## config.mk

```make
export PLATFORM = sky130hd
export DESIGN_NAME = ssa_ctrl
export DESIGN_NICKNAME = d
export VERILOG_FILES = /design/src/hdl/ssa_pkg.sv /design/src/hdl/ssa_ctrl.sv
export SDC_FILE = /design/constraint.sdc
export NUM_CORES = 1
export LEC_CHECK = 0
export ABC_CLOCK_PERIOD_IN_PS = 1100
export BUFFER_PORTS_ARGS = -buffer_cell sky130_fd_sc_hd__buf_2
export CORE_AREA = 5 5 42 44
export CTS_CLUSTER_SIZE = 40
export DETAILED_ROUTE_END_ITERATION = 7
export DIE_AREA = 0 0 47 49
export HOLD_SLACK_MARGIN = 0.08
export PLACE_DENSITY = 0.3
export SYNTH_ARGS = -nofsm -noshare
export SYNTH_HDL_FRONTEND = slang
export SYNTH_SLANG_ARGS = --single-unit
```

## constraint.sdc

```tcl
create_clock -name clk_i -period 1.1 [get_ports clk_i]
set_input_delay 0.22 -clock clk_i [delete_from_list [all_inputs] [get_ports clk_i]]
set_output_delay 0.22 -clock clk_i [all_outputs]
set_load 0.03 [all_outputs]
```

## src/hdl/ssa_pkg.sv

```systemverilog
// Shared types and constants for the superblock slot allocator.
// No dependencies; imported by every module of the block.
package ssa_pkg;

  localparam int SLOTS_DEF     = 512;
  localparam int SIZE_BITS_DEF = 16;

  localparam int CAP_W   = 10;  // slot_capacity register
  localparam int LIMIT_W = 16;  // slot_size_limit register and request size
  localparam int CFG_W   = 16;  // config write data, widest register
  localparam int USED_W  = 25;  // used-byte count

  localparam logic [CAP_W-1:0]   CAP_RESET   = CAP_W'(512);
  localparam logic [LIMIT_W-1:0] LIMIT_RESET = LIMIT_W'(4096);

  localparam logic OP_ALLOC = 1'b0;
  localparam logic OP_FREE  = 1'b1;

  typedef enum logic [1:0] {
    ST_OK        = 2'd0,
    ST_NO_SLOT   = 2'd1,
    ST_TOO_LARGE = 2'd2,
    ST_NOT_LIVE  = 2'd3
  } ssa_status_e;

  typedef enum logic {
    CFG_CAPACITY   = 1'b0,
    CFG_SIZE_LIMIT = 1'b1
  } ssa_cfg_reg_e;

  // controller -> datapath commands
  typedef struct packed {
    logic accept;  // latch input word, launch memory reads
    logic commit;  // apply updates, load result word
  } ssa_cmd_t;

endpackage

```

## src/hdl/ssa_ctrl.sv

```systemverilog
// Sequencing FSM for the slot allocator: input/output handshake and datapath commands.
// Depends on ssa_pkg.
module ssa_ctrl import ssa_pkg::*; (
  input  logic     clk_i,
  input  logic     rst_ni,
  input  logic     in_valid_i,
  output logic     in_stall_o,
  output logic     out_valid_o,
  input  logic     out_stall_i,
  output ssa_cmd_t cmd_o
);

  typedef enum logic [1:0] {
    S_IDLE = 2'b01,
    S_EXEC = 2'b10
  } state_e;

  state_e state_q, state_d;
  logic   out_valid_q, out_valid_d;

  always_comb begin
    cmd_o.accept = (state_q == S_IDLE) && in_valid_i;
    // finish only when the result register is free or drains this cycle
    cmd_o.commit = (state_q == S_EXEC) && (!out_valid_q || !out_stall_i);

    state_d = state_q;
    case (state_q)
      S_IDLE: begin
        if (cmd_o.accept) state_d = S_EXEC;
      end
      S_EXEC: begin
        if (cmd_o.commit) state_d = S_IDLE;
      end
      default: state_d = S_IDLE;
    endcase

    out_valid_d = out_valid_q;
    if (cmd_o.commit) begin
      out_valid_d = 1'b1;
    end else if (out_valid_q && !out_stall_i) begin
      out_valid_d = 1'b0;
    end
  end

  always_ff @(posedge clk_i or negedge rst_ni) begin
    if (!rst_ni) begin
      state_q     <= S_IDLE;
      out_valid_q <= 1'b0;
    end else begin
      state_q     <= state_d;
      out_valid_q <= out_valid_d;
    end
  end

  assign in_stall_o  = (state_q != S_IDLE);
  assign out_valid_o = out_valid_q;

endmodule

```

Word level (Yosys, flattened, before mapping)
Cells that the tools add are included.
- multiplexer cells: 5
- eq/ne operators: 5
- reduce and logical (&&, ||, !) cells: 8
- operator list (kind ; count):
    $mux W2 ; 2
    $ne A2 B2 Y1 const B ; 2
    $pmux W2 S2 ; 1
    $logic_and A1 B1 Y1 ; 3
    $eq A2 B1 Y1 const B ; 1
    $eq A2 B2 Y1 const B ; 1
    $logic_not A1 Y1 ; 2
    $mux W1 ; 2
    $ne A2 B1 Y1 const B ; 1
    $reduce_and A2 Y1 ; 1
    $reduce_bool A2 Y1 ; 1
    $logic_or A1 B1 Y1 ; 1
- flip-flop bits (word level): 3
- bits of input ports: 4
- output and inout port bits: 4
- logic and storage cells: 20

Logic depth before layout (Yosys ltp)
Gate-level depths: netlist of the first run.
- depth after elaboration: 5
- mapped depth: 3
- mapped depth without buffers: 2

Worst setup path before layout of the first run
No wires, ideal clock.
- kind: register to output
- start point: register state_q[0]
- end point: output cmd_o[1] (netlist name)
- required time: 0.880 ns
- setup slack: -0.107 ns
- buffers on the path: 0
- cell stages (with the launch flop): 3
- arrival time: 0.987 ns
- cell sequence: dfstp_2 > nand2_1 > nor2_1
- RTL lines (item ; RTL line ; text):
    start, declared ; ssa_ctrl.sv:18 ; state_e state_q, state_d;
    start signal, assigned ; ssa_ctrl.sv:50 ; state_q <= state_d;
    end, declared ; ssa_ctrl.sv:10 ; output ssa_cmd_t cmd_o

Worst setup path after layout of the first run
- start point: register state_q[0]
- end point: output in_stall_o
- cells in the longest elaborated chain, start to end: 1
- ends and longest elaborated chain (item ; RTL line ; text):
    $ne A2 B1 Y1 ; ssa_ctrl.sv:55 ; assign in_stall_o = (state_q != S_IDLE);
    end, declared ; ssa_ctrl.sv:7 ; output logic in_stall_o,
No other way between the ends.

==> flow_summary.yaml, run 1 <==
outcome:
  status: "finished with violations"
  violations: "negative setup slack"
worst_setup_path:
  worstSetupPathType: "flip-flop to primary output"
  reg2reg_depth: 3
  arrival_ns: 1.15
  crit_fanout: 3
  start_kind: "flip-flop"
  slowest_delay_ns: 0.53
  path_depth: 2
  path_buf_inv: 1
  worstPathCellList: "or2b_4 -> buf_6"
  cp_top_family: "flip-flops"
  r2r_slack_ns: 0.12
  cpMaxStageDelayCell: "dfstp_2"
  required_ns: 0.88
  regToRegEndpoint: "state_q[0]$_DFFE_PN1P_"
  r2r_start: "state_q[0]$_DFFE_PN1P_"
  end_kind: "primary output"
yosys:
  ys_seq_area_share_pct: 56.0
  ys_seq_elements: 3
  ys.warnings.count: 0
  yosysUniqueCellTypes: 10
  synthCells: 13
  syn_area_um2: 136
  synth_nets: 17
  avgSynthCellArea_um2: 10.5
cts:
  clk_latency_ns: 0.23
  cts_tree: "yes"
  cts_made_buffers: 3
  clk_pin_slew_ns: 0.04
  htreeDepth: 1
  cts_root_buffer: "clkbuf_4"
  clockBufferDepth: 2
  post_cts_buffers: 0
  cts_num_sinks: 3
hold_path:
  min_delay_path_depth: 3
  hp-class: "primary input to flip-flop"
  holdPathEnd: "out_valid_o$_DFFE_PN0P_"
  worstHoldStart: "out_stall_i"
finish:
  final_area_um2: 263
  area_growth_pct: 92.7
  drive_gt1_share_pct: 63.0
  final_cell_mix: "buf_2 (4), buf_4 (4), nand2_1 (3), clkbuf_4 (3)"
  regArea_um2: 76.3
  antennaDiodeCount: 0
  fill_cells: 166
  fin_nets: 32
  multi_input_area_um2: 57.6
drt:
  wl_um: 365
  wl_per_cell_um: 8.49
  detail-route-antenna-nets: 0
  viasPerCell: 3.23
  initialDrtViolationCount: 2
  vias: 139
  dr.pass1.iters: 4
  drc: 0
placement:
  gp_congestion: 0.694
  port_buffers: 7
  placed_cell_area_um2: 209
  dp_hpwl_um: 296
timing:
  fmax_mhz: 730
  rsz0062_at_grt: "true"
  setup_viol: 3
  postLayoutSetupSlackWorst_ns: -0.270
  drv_slew: 0
  finClkSkew_ns: 0.000209
  relSlewSlack_pct: 89.7
  fin_tns_setup_ns: -0.655
  finalCritPeriodShare_pct: 125
  tightestPinTransition_ns: 0.156
  hold_violations: 0
  min_period_ns: 1.37
floorplanning:
  die_w_um: 47
  die_area_um2: 2300
  initial_core_util_pct: 9.73
  io_pins: 8
  coreArea_um2: 1400
  die_h_um: 49
  num_rows: 14
pwr:
  vdd_drop_max_v: 0.000480
  p_leak_nw: 0.130
  p_per_area_nw_per_um2: 1760
global_route:
  grt_pass1_vias: 147
  grt_max_degree: 4
  grt_use_total_pct: 3.74
  grt-ovfl-total: 0
  grt_pass1_wl_um: 545
  antenna_found_initial: 0
job:
  drv_cap: 0
[repair_timing]
| action | in CTS | in global routing |
|---|---|---|
| gates resized for setup | 6 | 0 |
| endpoints found under the setup margin | 3 | 3 |
| pin swaps | 0 | 0 |
| hold buffers | 1 | 0 |
| hold endpoints to repair | 3 | 0 |
[sequential cells by signal, summed over array words and instances (netlist names)]
signal and flops:
out_valid_o 1, state_q 2
[cells in the mapped netlist]
library cell,count,area [um2]
nand2_1,3,11.3
dfstp_2,1,26.3
a21oi_1,1,5.00
buf_4,1,7.51
nor2_1,1,3.75
nand2b_2,1,8.76
or2b_2,1,8.76
o22a_1,1,8.76
dfrtp_1,2,50.1
o22ai_1,1,6.26
[per-layer routing]
layer / global-route usage (%) / share of wire (%)
met1: 4.64 / 45
met2: 3.85 / 35
met3: 1.11 / 19
met4: 5.53 / 0
met5: 0 / 0
[cell type report]
class / instances / share of cell area (%)
Multi-Input combinational cell: 9 / 21.9
Tap cell: 16 / 7.62
Timing Repair Buffer: 11 / 31.4
Clock buffer: 4 / 10.0
Sequential cell: 3 / 29.0
[stage by stage]
stage	instances	setup slack (ns)	hold WS [ns]	util (%)	power [mW]
final	43	-0.270	0.262	18.8	0.464
after global routing	43	-0.292	0.306	18.8	0.487
after CTS	43	-0.285	0.257	18.8	0.481
after detailed placement	38	-0.0968	0.0190	14.9	0.253
after global placement	38	-0.0848	0.0194	14.9	0.252
after floorplan	13	0.00242	-0.0756	-	0.209
[power breakdown]
group          total (mW)  switching [mW]  internal, mW
Sequential          0.139          0.0111         0.128
Clock               0.189          0.0537         0.136
Combinational       0.135          0.0694        0.0659
Total               0.464           0.134         0.329
[how the worst max path moves through the flow]
stage | from | end
floorplan | state_q[0]$_DFFE_PN1P_ | in_stall_o
global placement | state_q[0]$_DFFE_PN1P_ | in_stall_o
CTS | state_q[0]$_DFFE_PN1P_ | in_stall_o
global route | state_q[0]$_DFFE_PN1P_ | in_stall_o
finish | state_q[0]$_DFFE_PN1P_ | in_stall_o
detailed placement | state_q[0]$_DFFE_PN1P_ | in_stall_o
[cell families after synthesis]
kind of cell | share of synthesized area [%]
compound gates | 14.7
flops | 56.0
simple gates | 23.9
buf+inv | 5.51
[worst min-delay path, stage by stage]
cell	delay, ns
buf_2	0.09
nand2_1	0.07
nand2_1	0.07
(Power assumes the default switching activity.)
==> inputs of run 2 (changes only) <==
--- a/config.mk
+++ b/config.mk
@@ -5,7 +5,7 @@
 export SDC_FILE = /design/constraint.sdc
 export NUM_CORES = 1
 export LEC_CHECK = 0
-export ABC_CLOCK_PERIOD_IN_PS = 1100
+export ABC_CLOCK_PERIOD_IN_PS = 1300
 export BUFFER_PORTS_ARGS = -buffer_cell sky130_fd_sc_hd__buf_2
 export CORE_AREA = 5 5 42 44
 export CTS_CLUSTER_SIZE = 40
@@ -13,6 +13,7 @@
 export DIE_AREA = 0 0 47 49
 export HOLD_SLACK_MARGIN = 0.08
 export PLACE_DENSITY = 0.3
+export SETUP_SLACK_MARGIN = 0.02
 export SYNTH_ARGS = -nofsm -noshare
 export SYNTH_HDL_FRONTEND = slang
 export SYNTH_SLANG_ARGS = --single-unit
==> constraint.sdc (replaced) <==
create_clock -name clk_i -period 1.3 [get_ports clk_i]
set_input_delay 0.26 -clock clk_i [delete_from_list [all_inputs] [get_ports clk_i]]
set_output_delay 0.26 -clock clk_i [all_outputs]
set_load 0.03 [all_outputs]
==> run 2 against run 1 <==
Compared with the run above: the run still ends with negative setup slack left; final cell count shrank 7.0%; power shrank 19%; worst setup slack gained 0.16 ns; clock power shrank 15%; register-to-register slack gained 0.30 ns; worst hold slack gained 0.032 ns; largest cell class is now registers.
==> flow_summary.yaml, run 2 (synthesis gave the netlist of run 1 again) <==
global_route:
  grt-ovfl-total: 0
  antenna_found_initial: 0
  grt_max_degree: 6
  grt_pass1_wl_um: 462
  grt_pass1_vias: 120
  grt_use_total_pct: 2.97
cts:
  clk_latency_ns: 0.23
  clockBufferDepth: 2
  cts_root_buffer: "clkbuf_4"
  cts_made_buffers: 3
  cts_tree: "yes"
  clk_pin_slew_ns: 0.04
  post_cts_buffers: 0
  htreeDepth: 1
  cts_num_sinks: 3
timing:
  tightestPinTransition_ns: 0.176
  postLayoutSetupSlackWorst_ns: -0.113
  setup_viol: 3
  relSlewSlack_pct: 88.3
  rsz0062_at_grt: "true"
  fin_tns_setup_ns: -0.237
  finClkSkew_ns: 0.00152
  hold_violations: 0
  min_period_ns: 1.41
  drv_slew: 0
  fmax_mhz: 708
  finalCritPeriodShare_pct: 109
pwr:
  vdd_drop_max_v: 0.000548
  p_per_area_nw_per_um2: 1600
  p_leak_nw: 0.116
drt:
  dr.pass1.iters: 2
  drc: 0
  vias: 119
  wl_um: 321
  initialDrtViolationCount: 2
  detail-route-antenna-nets: 0
  wl_per_cell_um: 8.03
  viasPerCell: 2.98
floorplanning:
  coreArea_um2: 1400
  io_pins: 8
  initial_core_util_pct: 9.73
  die_h_um: 49
  die_area_um2: 2300
  die_w_um: 47
  num_rows: 14
worst_setup_path:
  end_kind: "primary output"
  start_kind: "flip-flop"
  crit_fanout: 3
  reg2reg_depth: 2
  r2r_start: "state_q[0]$_DFFE_PN1P_"
  regToRegEndpoint: "state_q[1]$_DFFE_PN0P_"
  required_ns: 1.04
  r2r_slack_ns: 0.42
  arrival_ns: 1.15
  worstSetupPathType: "flip-flop to primary output"
finish:
  fin_nets: 29
  final_cell_mix: "buf_2 (4), nand2_1 (3), clkbuf_4 (3)"
  largest_reg_flops: 2
  drive_gt1_share_pct: 54.2
  multi_input_area_um2: 55.1
  final_common_cell: "buf_2"
  final_area_um2: 234
  fin_util_pct: 16.7
  regArea_um2: 76.3
  largest-register: "state_q"
  fill_cells: 172
  area_growth_pct: 71.6
  antennaDiodeCount: 0
hold_path:
  worstHoldStart: "out_stall_i"
  hp-class: "primary input to flip-flop"
  holdPathEnd: "out_valid_o$_DFFE_PN0P_"
  min_delay_path_depth: 3
placement:
  port_buffers: 7
  gp_congestion: 0.692
  placed_cell_area_um2: 184
  post-place-ws_ns: 0.0618
outcome:
  violations: "negative setup slack"
  status: "finished with violations"
job:
  drv_cap: 0
run 2: cell count changes in the layout (fill, tap and decap cells not counted), sizes merged:
| cell | previous run | this run |
|---|---|---|
| buf | 10 | 7 |
run 2: power by group:
part	switching, mW	internal (mW)
clock	0.0457	0.115
combinational	0.0524	0.0424
sequential	0.0108	0.108
total	0.109	0.265
run 2: critical path, cell delays in order (launching register included):
cell	delay, ns
dfstp_2	0.53
or2b_4	0.26
buf_6	0.14
run 2: worst max-delay path by stage:
| stage | startpoint | to | cells after the start |
|---|---|---|---|
| final | state_q[0]$_DFFE_PN1P_ | in_stall_o | 2 |
| after CTS | state_q[0]$_DFFE_PN1P_ | in_stall_o | 2 |
| after global placement | state_q[0]$_DFFE_PN1P_ | in_stall_o | 2 |
| after detailed placement | state_q[0]$_DFFE_PN1P_ | in_stall_o | 2 |
| after floorplan | state_q[0]$_DFFE_PN1P_ | cmd_o[1] | 2 |
| after global routing | state_q[0]$_DFFE_PN1P_ | in_stall_o | 2 |
run 2: per-stage QoR:
| stage | std cells | hold WS, ns | power (mW) |
|---|---|---|---|
| after CTS | 40 | 0.279 | 0.387 |
| after floorplan | 13 | -0.0356 | 0.175 |
| after detailed placement | 35 | 0.0579 | 0.199 |
| after global placement | 35 | 0.0569 | 0.198 |
| final | 40 | 0.294 | 0.374 |
| after global routing | 40 | 0.313 | 0.402 |
run 2: cell type report:
type	instances	area share, %
sequential	3	32.6
tap	16	8.56
clock buffer	4	11.2
multi-input combinational	9	23.5
timing repair buffer	8	24.1
run 2: repair_timing:
action                                  CTS  global route
hold buffers                              1             0
resized for setup                         5             0
endpoints found under the setup margin    3             3
cloned                                    0             0
hold endpoints to repair                  3             0
run 2: metal layers:
metal | up-vias | global-route usage [%] | share of wire [%]
li1 | 66 | - | -
met1 | 45 | 3.99 | 48
met2 | 8 | 2.49 | 29
met3 | 0 | 2.58 | 23
met4 | 0 | 2.76 | 0
met5 | - | 0 | 0
==> inputs of run 3 (changes only) <==
--- a/config.mk
+++ b/config.mk
@@ -5,7 +5,7 @@
 export SDC_FILE = /design/constraint.sdc
 export NUM_CORES = 1
 export LEC_CHECK = 0
-export ABC_CLOCK_PERIOD_IN_PS = 1300
+export ABC_CLOCK_PERIOD_IN_PS = 1600
 export BUFFER_PORTS_ARGS = -buffer_cell sky130_fd_sc_hd__buf_2
 export CORE_AREA = 5 5 42 44
 export CTS_CLUSTER_SIZE = 40
==> constraint.sdc (replaced) <==
create_clock -name clk_i -period 1.6 [get_ports clk_i]
set_input_delay 0.32 -clock clk_i [delete_from_list [all_inputs] [get_ports clk_i]]
set_output_delay 0.32 -clock clk_i [all_outputs]
set_load 0.03 [all_outputs]
==> run 3 against run 2 <==
Compared with the run above: largest cell class unchanged; core utilization down 0.80 points; sequential share of layout area up 1.6 points; register-to-register slack better by 0.30 ns; the run now ends clean; first-iteration DRC count up 100%; worst setup slack better by 0.19 ns; non-clock buffer count unchanged; combinational power down 29%; worst hold slack better by 0.068 ns.
==> flow_summary.yaml, run 3 (synthesis gave the netlist of run 1 again) <==
worst_setup_path:
  required_ns: 1.28
  crit_start: "state_q[0]$_DFFE_PN1P_"
  start_kind: "flip-flop"
  arrival_ns: 1.20
  end_kind: "primary output"
  path_buf_inv: 1
  cp_top_family: "flip-flops"
  cpMaxStageDelayCell: "dfstp_2"
  crit_fanout: 3
  slowest_delay_ns: 0.52
  r2r_start: "state_q[0]$_DFFE_PN1P_"
  worstPathCellList: "or2b_2 -> buf_4"
  worstSetupPathType: "flip-flop to primary output"
drt:
  vias: 127
  dr.pass1.iters: 2
  detail-route-antenna-nets: 0
  drc: 0
  wl_um: 331
  wl_per_cell_um: 8.28
  initialDrtViolationCount: 4
  viasPerCell: 3.18
floorplanning:
  num_rows: 14
  initial_core_util_pct: 9.73
  die_w_um: 47
  io_pins: 8
  die_area_um2: 2300
  coreArea_um2: 1400
  die_h_um: 49
pwr:
  p_per_area_nw_per_um2: 1320
  vdd_drop_max_v: 0.000344
  p_leak_nw: 0.114
cts:
  clk_latency_ns: 0.23
  clk_pin_slew_ns: 0.03
  cts_made_buffers: 3
  cts_tree: "yes"
  cts_num_sinks: 3
  cts_root_buffer: "clkbuf_4"
  clockBufferDepth: 2
  post_cts_buffers: 0
  htreeDepth: 1
timing:
  holdWs_ns: 0.361
  setup_viol: 0
  drv_slew: 0
  fmax_mhz: 656
  fin_tns_setup_ns: 0
  min_period_ns: 1.52
  finalCritPeriodShare_pct: 95.3
  rsz0062_at_grt: "false"
  tightestPinTransition_ns: 0.172
  relSlewSlack_pct: 88.5
  finClkSkew_ns: 0.000337
  hold_violations: 0
finish:
  area_growth_pct: 63.3
  final_common_cell: "buf_2"
  antennaDiodeCount: 0
  fin_util_pct: 15.9
  fill_cells: 163
  stdcell_count: 40
  largest-register: "state_q"
  largest_reg_flops: 2
  final_cell_mix: "buf_2 (6), nand2_1 (3), clkbuf_4 (3)"
  drive_gt1_share_pct: 54.2
  fin_nets: 29
hold_path:
  hp-class: "primary input to flip-flop"
  worstHoldStart: "out_stall_i"
placement:
  dp_cells: 35
  gp_congestion: 0.693
  port_buffers: 7
  dp_hpwl_um: 265
global_route:
  grt_max_degree: 6
  antenna_found_initial: 0
  grt_pass1_wl_um: 517
  grt_use_total_pct: 3.60
  grt-ovfl-total: 0
  grt_pass1_vias: 127
outcome:
  status: "finished clean"
job:
  drv_cap: 0
==> run 3: cell counts in the layout (fill, tap and decap cells not counted) <==
No cell type changed its count.
==> run 3: timing repair <==
action	CTS	global route
endpoints found under the hold margin	3	0
gates resized for setup	0	2
hold buffers	1	0
endpoints found under the setup margin	0	1
==> run 3: worst paths after layout <==
path,endpoint,slack (ns),depth (start not counted)
setup / recovery,in_stall_o,0.08,2
hold / removal,out_valid_o$_DFFE_PN0P_,0.36,3
setup reg to reg,state_q[1]$_DFFE_PN0P_,0.72,2
hold reg to reg,state_q[1]$_DFFE_PN0P_,0.56,1
max in group asynchronous,state_q[0]$_DFFE_PN1P_,1.00,2
min in group asynchronous,out_valid_o$_DFFE_PN0P_,0.41,2
==> run 3: through the flow <==
stage | instance area (um2) | power (mW) | worst slack [ns]
floorplan | 136 | 0.142 | 0.293
global placement | 184 | 0.161 | 0.308
detailed placement | 184 | 0.162 | 0.312
CTS | 220 | 0.303 | 0.0580
global route | 223 | 0.316 | 0.0230
finish | 223 | 0.295 | 0.0753
==> run 3: power by group <==
| part | total (mW) | switching [mW] | internal (mW) | leakage [nW] |
|---|---|---|---|---|
| Sequential | 0.0970 | 0.00906 | 0.0879 | 0.0367 |
| Combinational | 0.0678 | 0.0417 | 0.0261 | 0.0618 |
| Clock | 0.130 | 0.0365 | 0.0933 | 0.0150 |
==> run 3: per-layer routing <==
metal	GRT usage, %	part of all wire [%]	vias to the layer above
met5	0	0	-
met3	1.48	22	0
met4	5.53	0	0
met1	5.09	48	52
li1	-	-	67
met2	2.71	30	8
==> run 3: worst reg2reg max path, cell delays in order, from the launching register on <==
cell and delay [ns]:
dfstp_2 0.52, nand2b_2 0.15, o22ai_1 0.09
==> run 3: area by class of cell <==
| cell class | instances | area, um2 | share of cell area (%) |
|---|---|---|---|
| Sequential cell | 3 | 76.3 | 34.3 |
| Clock buffer | 4 | 26.3 | 11.8 |
| Multi-Input combinational cell | 9 | 52.6 | 23.6 |
| Tap cell | 16 | 20.0 | 8.99 |
| Timing Repair Buffer | 8 | 47.5 | 21.3 |
